File: src/rtl/nal_ep_pkg.sv
// Types and constants for the NAL unit builder with emulation prevention.
package nal_ep_pkg;

  localparam int unsigned COUNT_BITS = 24;
  localparam int unsigned BITS_W     = 27;
  localparam int unsigned WIDE_W     = 40;

  localparam logic [7:0]        ESC_BYTE  = 8'h03;
  localparam logic [7:0]        HDR_TAIL  = 8'h01;
  localparam logic [BITS_W-1:0] BITS_MAX  = 27'd134217720;
  localparam logic [COUNT_BITS-1:0] CNT_MAX = {COUNT_BITS{1'b1}};

  typedef enum logic [1:0] {
    KIND_HDR     = 2'd0,
    KIND_NOHDR   = 2'd1,
    KIND_PAYLOAD = 2'd2,
    KIND_EXTRA   = 2'd3
  } kind_e;

  // One input beat held in the input register.
  typedef struct packed {
    kind_e      kind;
    logic [5:0] nal_type;
    logic [7:0] data_byte;
    logic       end_sub;
    logic       end_unit;
  } item_t;

  // One output beat waiting in the result buffer.
  typedef struct packed {
    logic [7:0]        out_byte;
    logic              last;
    logic              done;
    logic              sv;
    logic [BITS_W-1:0] bits;
  } res_t;

endpackage

File: src/rtl/nal_emulation_prevention_core.sv
// NAL unit builder: header insertion, emulation prevention and sub-stream length report.
// The first output beat of an input beat passes the input register, then the result buffer,
//   before it can be taken. One input beat is taken per cycle while each beat yields one
//   output beat and the output is not stalled; a beat yielding more than one output beat
//   holds back the next beat until the result buffer, which drains one beat per cycle
//   unless the output is stalled, has drained them all.
// Reset (rst_ni low, asynchronous): both registers empty, zero run, header mode,
//   last-zero flag and sub-stream byte count cleared.
module nal_emulation_prevention_core
  import nal_ep_pkg::*;
(
  input  logic              clk_i,
  input  logic              rst_ni,
  input  logic              in_valid_i,
  output logic              in_stall_o,
  input  logic [1:0]        kind_i,
  input  logic [5:0]        nal_type_i,
  input  logic [7:0]        data_byte_i,
  input  logic              end_of_substream_i,
  input  logic              end_of_unit_i,
  output logic              out_valid_o,
  input  logic              out_stall_i,
  output logic [7:0]        out_byte_o,
  output logic              last_of_run_o,
  output logic              unit_done_o,
  output logic              substream_valid_o,
  output logic [BITS_W-1:0] substream_bits_o
);

  // Input register: holds the next beat while the result buffer drains.
  logic  item_vld_q, item_vld_d;
  item_t item_q, item_d;

  // Escaping state, updated when a beat moves into the result buffer.
  logic [1:0]            zr_q, zr_d;
  logic                  hm_q, hm_d;
  logic                  loz_q, loz_d;
  logic [COUNT_BITS-1:0] cnt_q, cnt_d;

  // Result buffer: up to three output beats per input beat.
  res_t       buf_q [3];
  res_t       buf_d [3];
  logic [1:0] num_q, num_d;
  logic [1:0] idx_q, idx_d;

  logic       in_fire, out_fire, drain_last, take;
  logic [1:0] n;
  res_t       res [3];
  res_t       cur;

  // Combinational work on one beat.
  logic                  esc;
  logic [COUNT_BITS:0]   cnt_ext;
  logic [COUNT_BITS-1:0] cnt_new;
  logic [WIDE_W-1:0]     bits_wide;
  logic [BITS_W-1:0]     bits_sat;
  logic                  is_start;

  // ---------------------------------------------------------------------------
  // Handshake: the input register is free when empty or when its beat moves on.
  // ---------------------------------------------------------------------------
  always_comb begin
    case (idx_q)
      2'd0:    cur = buf_q[0];
      2'd1:    cur = buf_q[1];
      2'd2:    cur = buf_q[2];
      default: cur = '0;
    endcase
  end

  assign out_valid_o = (num_q != 2'd0);
  assign out_fire    = out_valid_o && !out_stall_i;
  assign drain_last  = out_fire && (idx_q == (num_q - 2'd1));
  assign take        = item_vld_q && ((num_q == 2'd0) || drain_last);
  assign in_stall_o  = item_vld_q && !take;
  assign in_fire     = in_valid_i && !in_stall_o;

  assign out_byte_o        = cur.out_byte;
  assign last_of_run_o     = cur.last;
  assign unit_done_o       = cur.done;
  assign substream_valid_o = cur.sv;
  assign substream_bits_o  = cur.bits;

  always_comb begin
    item_vld_d = item_vld_q;
    item_d     = item_q;
    if (in_fire) begin
      item_vld_d = 1'b1;
      item_d     = '{kind: kind_e'(kind_i), nal_type: nal_type_i,
                     data_byte: data_byte_i, end_sub: end_of_substream_i,
                     end_unit: end_of_unit_i};
    end else if (take) begin
      item_vld_d = 1'b0;
    end
  end

  // ---------------------------------------------------------------------------
  // Beat processing: builds the output beats and the next escaping state.
  // ---------------------------------------------------------------------------
  always_comb begin
    zr_d     = zr_q;
    hm_d     = hm_q;
    loz_d    = loz_q;
    cnt_d    = cnt_q;
    n        = 2'd0;
    res[0]   = '0;
    res[1]   = '0;
    res[2]   = '0;
    is_start = 1'b0;

    // Escape when two zeros were emitted and the payload byte is 0x03 or less.
    esc       = (zr_q == 2'd2) && (item_q.data_byte <= ESC_BYTE);
    cnt_ext   = {1'b0, cnt_q} + (esc ? (COUNT_BITS+1)'(2) : (COUNT_BITS+1)'(1));
    cnt_new   = (cnt_ext > {1'b0, CNT_MAX}) ? CNT_MAX : cnt_ext[COUNT_BITS-1:0];
    bits_wide = WIDE_W'(cnt_new) << 3;
    bits_sat  = (bits_wide > WIDE_W'(BITS_MAX)) ? BITS_MAX : bits_wide[BITS_W-1:0];

    case (item_q.kind)
      KIND_HDR: begin
        // Header ends in 0x01, so zero tracking ends cleared.
        is_start        = 1'b1;
        zr_d            = 2'd0;
        loz_d           = 1'b0;
        cnt_d           = '0;
        hm_d            = 1'b1;
        res[0].out_byte = {1'b0, item_q.nal_type, 1'b0};
        res[1].out_byte = HDR_TAIL;
        n               = 2'd2;
      end
      KIND_NOHDR: begin
        is_start = 1'b1;
        zr_d     = 2'd0;
        loz_d    = 1'b0;
        cnt_d    = '0;
        hm_d     = 1'b0;
      end
      KIND_PAYLOAD: begin
        cnt_d = item_q.end_sub ? '0 : cnt_new;
        if (item_q.data_byte == 8'h00) begin
          zr_d = esc ? 2'd1 : ((zr_q == 2'd2) ? 2'd2 : zr_q + 2'd1);
        end else begin
          zr_d = 2'd0;
        end
        loz_d = (item_q.data_byte == 8'h00);
        if (esc) begin
          res[0].out_byte = ESC_BYTE;
          res[1].out_byte = item_q.data_byte;
          res[1].sv       = item_q.end_sub;
          res[1].bits     = item_q.end_sub ? bits_sat : '0;
          n               = 2'd2;
        end else begin
          res[0].out_byte = item_q.data_byte;
          res[0].sv       = item_q.end_sub;
          res[0].bits     = item_q.end_sub ? bits_sat : '0;
          n               = 2'd1;
        end
      end
      KIND_EXTRA: begin
        // Copied unescaped, but still counts toward the zero run.
        if (item_q.data_byte == 8'h00) begin
          zr_d = (zr_q == 2'd2) ? 2'd2 : zr_q + 2'd1;
        end else begin
          zr_d = 2'd0;
        end
        loz_d           = (item_q.data_byte == 8'h00);
        res[0].out_byte = item_q.data_byte;
        n               = 2'd1;
      end
      default: ;
    endcase

    // Trailing 0x03 for a headered unit that ends on a zero byte.
    if (item_q.end_unit && !is_start && hm_d && loz_d) begin
      zr_d  = 2'd0;
      loz_d = 1'b0;
      case (n)
        2'd1:    res[1].out_byte = ESC_BYTE;
        2'd2:    res[2].out_byte = ESC_BYTE;
        default: ;
      endcase
      n = n + 2'd1;
    end

    case (n)
      2'd1: begin
        res[0].last = 1'b1;
        res[0].done = item_q.end_unit;
      end
      2'd2: begin
        res[1].last = 1'b1;
        res[1].done = item_q.end_unit;
      end
      2'd3: begin
        res[2].last = 1'b1;
        res[2].done = item_q.end_unit;
      end
      default: ;
    endcase
  end

  // ---------------------------------------------------------------------------
  // Result buffer control.
  // ---------------------------------------------------------------------------
  always_comb begin
    buf_d[0] = buf_q[0];
    buf_d[1] = buf_q[1];
    buf_d[2] = buf_q[2];
    num_d    = num_q;
    idx_d    = idx_q;
    if (take) begin
      buf_d[0] = res[0];
      buf_d[1] = res[1];
      buf_d[2] = res[2];
      num_d    = n;
      idx_d    = 2'd0;
    end else if (drain_last) begin
      num_d = 2'd0;
      idx_d = 2'd0;
    end else if (out_fire) begin
      idx_d = idx_q + 2'd1;
    end
  end

  always_ff @(posedge clk_i or negedge rst_ni) begin
    if (!rst_ni) begin
      item_vld_q <= 1'b0;
      zr_q       <= 2'd0;
      hm_q       <= 1'b0;
      loz_q      <= 1'b0;
      cnt_q      <= '0;
      num_q      <= 2'd0;
      idx_q      <= 2'd0;
    end else begin
      item_vld_q <= item_vld_d;
      num_q      <= num_d;
      idx_q      <= idx_d;
      if (take) begin
        zr_q  <= zr_d;
        hm_q  <= hm_d;
        loz_q <= loz_d;
        cnt_q <= cnt_d;
      end
    end
  end

  // Payload registers, no reset needed.
  always_ff @(posedge clk_i) begin
    item_q   <= item_d;
    buf_q[0] <= buf_d[0];
    buf_q[1] <= buf_d[1];
    buf_q[2] <= buf_d[2];
  end

endmodule
File: config.mk
export PLATFORM = sky130hd
export DESIGN_NAME = nal_emulation_prevention_core
export DESIGN_NICKNAME = d
export VERILOG_FILES = /design/src/rtl/nal_ep_pkg.sv /design/src/rtl/nal_emulation_prevention_core.sv
export SDC_FILE = /design/constraint.sdc
export NUM_CORES = 1
export LEC_CHECK = 0
export BUFFER_PORTS_ARGS = -buffer_cell sky130_fd_sc_hd__buf_4
export CORE_ASPECT_RATIO = 1.4
export CORE_MARGIN = 5
export CORE_UTILIZATION = 30
export CTS_BUF_LIST = sky130_fd_sc_hd__clkbuf_4
export DETAILED_ROUTE_END_ITERATION = 7
export HOLD_SLACK_MARGIN = 0.1
export PLACE_DENSITY = 0.53
export SYNTH_ARGS = -nofsm -noshare
export SYNTH_HDL_FRONTEND = slang
export SYNTH_SLANG_ARGS = --single-unit
File: constraint.sdc
create_clock -name clk_i -period 8.8 [get_ports clk_i]
set_clock_uncertainty 0.05 [all_clocks]
set_input_delay 1.76 -clock clk_i [delete_from_list [all_inputs] [get_ports clk_i]]
set_output_delay 1.76 -clock clk_i [all_outputs]
set_load 0.005 [all_outputs]
==> impl_results.rst <==
.. list-table::
   :header-rows: 1

   * - Metric
     - Value
   * - Status
     - finished clean
   * - I/O pin count
     - 62
   * - Reg2reg path depth
     - 8
   * - Highest-count cells in the layout ignoring fill and taps
     - 91 x sky130_fd_sc_hd__nor2_1, 91 x sky130_fd_sc_hd__edfxtp_1, 65 x sky130_fd_sc_hd__buf_4
   * - Crit path launch type
     - input pin
   * - Worst Path Buf+Inv
     - 3
   * - Maximum clock frequency
     - 232 MHz
   * - Quantity of gates resized following cts
     - 0
   * - Unrepaired setup endpoints after global routing
     - no
   * - Total via count in the routed design
     - 4,444
   * - Worst R2R Setup Slack
     - 4.63 ns
   * - Combinational group share of total power
     - 0.365
   * - Length of the first detailed-routing pass in iterations
     - 4
   * - Buffer count from post-CTS setup fixing
     - 0
   * - Antenna violations before repair
     - 1
   * - Post-synthesis to final-layout area growth
     - 15.9%
   * - Vias in the first global route
     - 4,522
   * - Total of hold buffers inserted after clock tree synthesis
     - 0
   * - Die H
     - 179 microns
   * - Most frequent CP cell
     - sky130_fd_sc_hd__buf_4
   * - Power density relative to cell area
     - 310 nW/um^2
   * - Number of flip-flops and latches in the synthesized netlist
     - 123
   * - CP max FO
     - 8
   * - Rows
     - 61
   * - Reg2Reg Capture Point
     - buf_q[0][18]
   * - Vias per std cell
     - 5.11
   * - Slew headroom
     - 0.150
   * - Die W
     - 131 microns
   * - Crit path DAT
     - 2.50 ns
   * - # nets final
     - 635
   * - Met2 routing resource usage after global routing
     - 0.211
   * - YS warnings
     - 0
   * - Pleak
     - 0.00273 uW
   * - Total global-route track usage
     - 0.126
   * - Buffers on Ports
     - 58
   * - CTS tree
     - done
   * - Clk slew on worst S/H paths
     - 0.13 ns
   * - Hpwl dp
     - 9800 microns
   * - Busiest grt layer
     - met2
   * - Last weighted congestion value of the routability-driven placer
     - 0.858
   * - Category of cells accounting for the largest share of critical-path delay
     - buffers and inverters
   * - Internal Pwr Total
     - 1410 uW
   * - Share of synthesized registers carrying an async set or reset
     - 0.260
   * - Top cells by area in the synthesized netlist
     - sky130_fd_sc_hd__edfxtp_1 45%, sky130_fd_sc_hd__dfrtp_1 13%, sky130_fd_sc_hd__nor2_1 5.6%, sky130_fd_sc_hd__a22oi_1 3.9%, sky130_fd_sc_hd__a22o_1 2.7%
   * - Cell Chain, Critical Path
     - buf_4 > inv_1 > a31oi_4 > and2_1 > buf_4
   * - Starting DRT DRC Count
     - 333
   * - Final period utilization
     - 0.490
   * - Kind of critical path
     - input pin to output pin
   * - Average routed wire per standard cell
     - 16.4 microns
   * - End point of the most critical hold path
     - zr_q[0]
   * - Number of H-tree levels
     - 4
   * - Clk root buf
     - sky130_fd_sc_hd__clkbuf_4
   * - CP required
     - 6.99 ns
   * - Number of sinks driven by the clock tree
     - 123
   * - Final critical delay including setup and external delays
     - 4.31 ns
   * - Remaining antenna violation count
     - 0
   * - Max Cap Violations
     - 0
   * - Reg-to-reg critical path startpoint
     - item_q[8]
   * - Sum Neg Setup Slack
     - 0 ns
   * - Clock share of power
     - 0.200
   * - Kind of end point of the critical path
     - output pin
   * - Maximum number of pins on one net before global-route repair
     - 75
   * - Worst hold-check path type
     - flop to flop
   * - Power spent charging and discharging nets
     - 786 uW
   * - Instance count of the mapped netlist
     - 550
   * - First-pass GRT wire length
     - 23,200 microns
   * - Die footprint
     - 23,400 sq um
   * - Hold Path Cell Cnt
     - 2
   * - DRC
     - 0
   * - Post-synth EDFFs
     - 91
   * - Number of endpoints failing setup at the final stage
     - 0
   * - Final Hold Vio Count
     - 0
   * - Global routing met1 resource utilization
     - 0.159
   * - Clock network latency to the later pin of the worst-skew pair
     - 0.52 ns
   * - Starting utilization of the core area
     - 0.306
   * - Switching Share
     - 0.358
   * - Mapped Avg Cell Area
     - 11.1 sq um
   * - Critical Path Slowest Stage Cell
     - sky130_fd_sc_hd__a31oi_4
   * - Sequential cell fraction of total power
     - 0.435
   * - Filler Cells Inserted
     - 2,027
   * - Area inside the core boundary
     - 20,000 sq um
   * - Share of Yosys cell area claimed by the top area cell type
     - 0.447
   * - Final routed wirelength across all metal layers
     - 14,300 microns
   * - Largest area contributor in the synthesized netlist
     - sky130_fd_sc_hd__edfxtp_1
   * - Most frequently used flop master after synthesis
     - sky130_fd_sc_hd__edfxtp_1
   * - Inserted Clock Buffers
     - 17
   * - Clock tree buffer depth
     - 2
   * - Overflow left after global routing
     - 0
   * - Least-Margin Pin Slew
     - 1.26 ns
   * - Met3 track demand over resource
     - 0.0232
   * - Fin. max-slew vios
     - 0
   * - CP peak stage delay
     - 0.25 ns
   * - Maximum VDD drop
     - 188 uV
   * - Proportion of layout cells with a drive suffix above 1
     - 0.182
   * - Post-synthesis sequential area ratio
     - 0.578
   * - Launch instance of the worst min-delay path
     - zr_q[0]
   * - Design Power
     - 2200 uW
   * - Mapped cell area
     - 6110 sq um
   * - Count of different cell masters after synthesis
     - 56
[area by class of cell]
type,count,area [sq um],area share
tap,252,315,0.0445
antenna,1,2.50,0.000353
clock inverter,15,190,0.0268
multi-input combinational,375,2350,0.332
sequential,123,3530,0.499
inverter,21,78.8,0.0111
clock buffer,17,128,0.0180
timing repair buffer,65,488,0.0689
[how the worst max path moves through the flow]
stage,slack [ns],startpoint,cells after the start,endpoint
floorplan,4.27,out_stall_i,5,zr_q[1]
global placement,4.51,out_stall_i,5,in_stall_o
detailed placement,4.48,out_stall_i,5,in_stall_o
CTS,4.48,out_stall_i,5,in_stall_o
global route,4.33,item_q[8],8,buf_q[0][18]
finish,4.49,out_stall_i,5,in_stall_o
[worst min-delay path, stage by stage, from the launching register on]
cell and delay (ns):
sky130_fd_sc_hd__dfrtp_1 0.37, sky130_fd_sc_hd__nand2_1 0.05, sky130_fd_sc_hd__o21ai_0 0.07
[metrics by stage]
| stage | area, sq um | setup WS (ns) | hold slack [ns] | instances | util |
|---|---|---|---|---|---|
| after floorplan | 6140 | 4.27 | 0.400 | 558 | - |
| after CTS | 7080 | 4.48 | 0.467 | 868 | 0.354 |
| after global placement | 6760 | 4.51 | 0.415 | 836 | 0.338 |
| final | 7080 | 4.49 | 0.462 | 869 | 0.354 |
| after global routing | 7080 | 4.33 | 0.497 | 869 | 0.354 |
| after detailed placement | 6760 | 4.48 | 0.433 | 836 | 0.338 |
[per-layer routing]
layer  part of all wire  up-vias  routed length [microns]
li1                   -     2139                        -
met1               0.43     2189                     6100
met2               0.51       98                     7290
met4              0.018        0                      254
met5                  0        -                        0
met3              0.044       18                      627
[flip-flops by register name (all words and copies together) (netlist names)]
signal,flops
zr_q,2
idx_q,2
num_q,2
buf_q,73
hm_q,1
cnt_q,24
item_q,18
item_vld_q,1
[power by group through the flow]
stage	Clock, uW	Sequential, uW	Combinational, uW
3_3_place_gp	0	963	805
6_report	441	957	802
5_1_grt	481	978	896
4_1_cts	453	959	824
2_1_floorplan	0	950	464
3_5_place_dp	0	973	823
[synthesized netlist by cell type (14+ instances only)]
| cell | n |
|---|---|
| sky130_fd_sc_hd__a21oi_1 | 26 |
| sky130_fd_sc_hd__dfrtp_1 | 32 |
| sky130_fd_sc_hd__clkbuf_1 | 23 |
| sky130_fd_sc_hd__a22oi_1 | 32 |
| sky130_fd_sc_hd__edfxtp_1 | 91 |
| sky130_fd_sc_hd__o21ai_0 | 17 |
| sky130_fd_sc_hd__o21ai_1 | 14 |
| sky130_fd_sc_hd__a22o_1 | 19 |
| sky130_fd_sc_hd__inv_1 | 17 |
| sky130_fd_sc_hd__nand2_1 | 21 |
| sky130_fd_sc_hd__nor2_1 | 91 |
| sky130_fd_sc_hd__nand3_1 | 15 |
[cell families after synthesis]
kind of cell    share of synthesized area
compound gates                      0.168
xor+xnor                           0.0313
fa+ha+maj                          0.0217
buf+inv                            0.0424
flops                               0.578
mux                               0.00491
other cells                      0.000614
simple gates                        0.153
No activity file was read; power rests on OpenSTA's default activity.
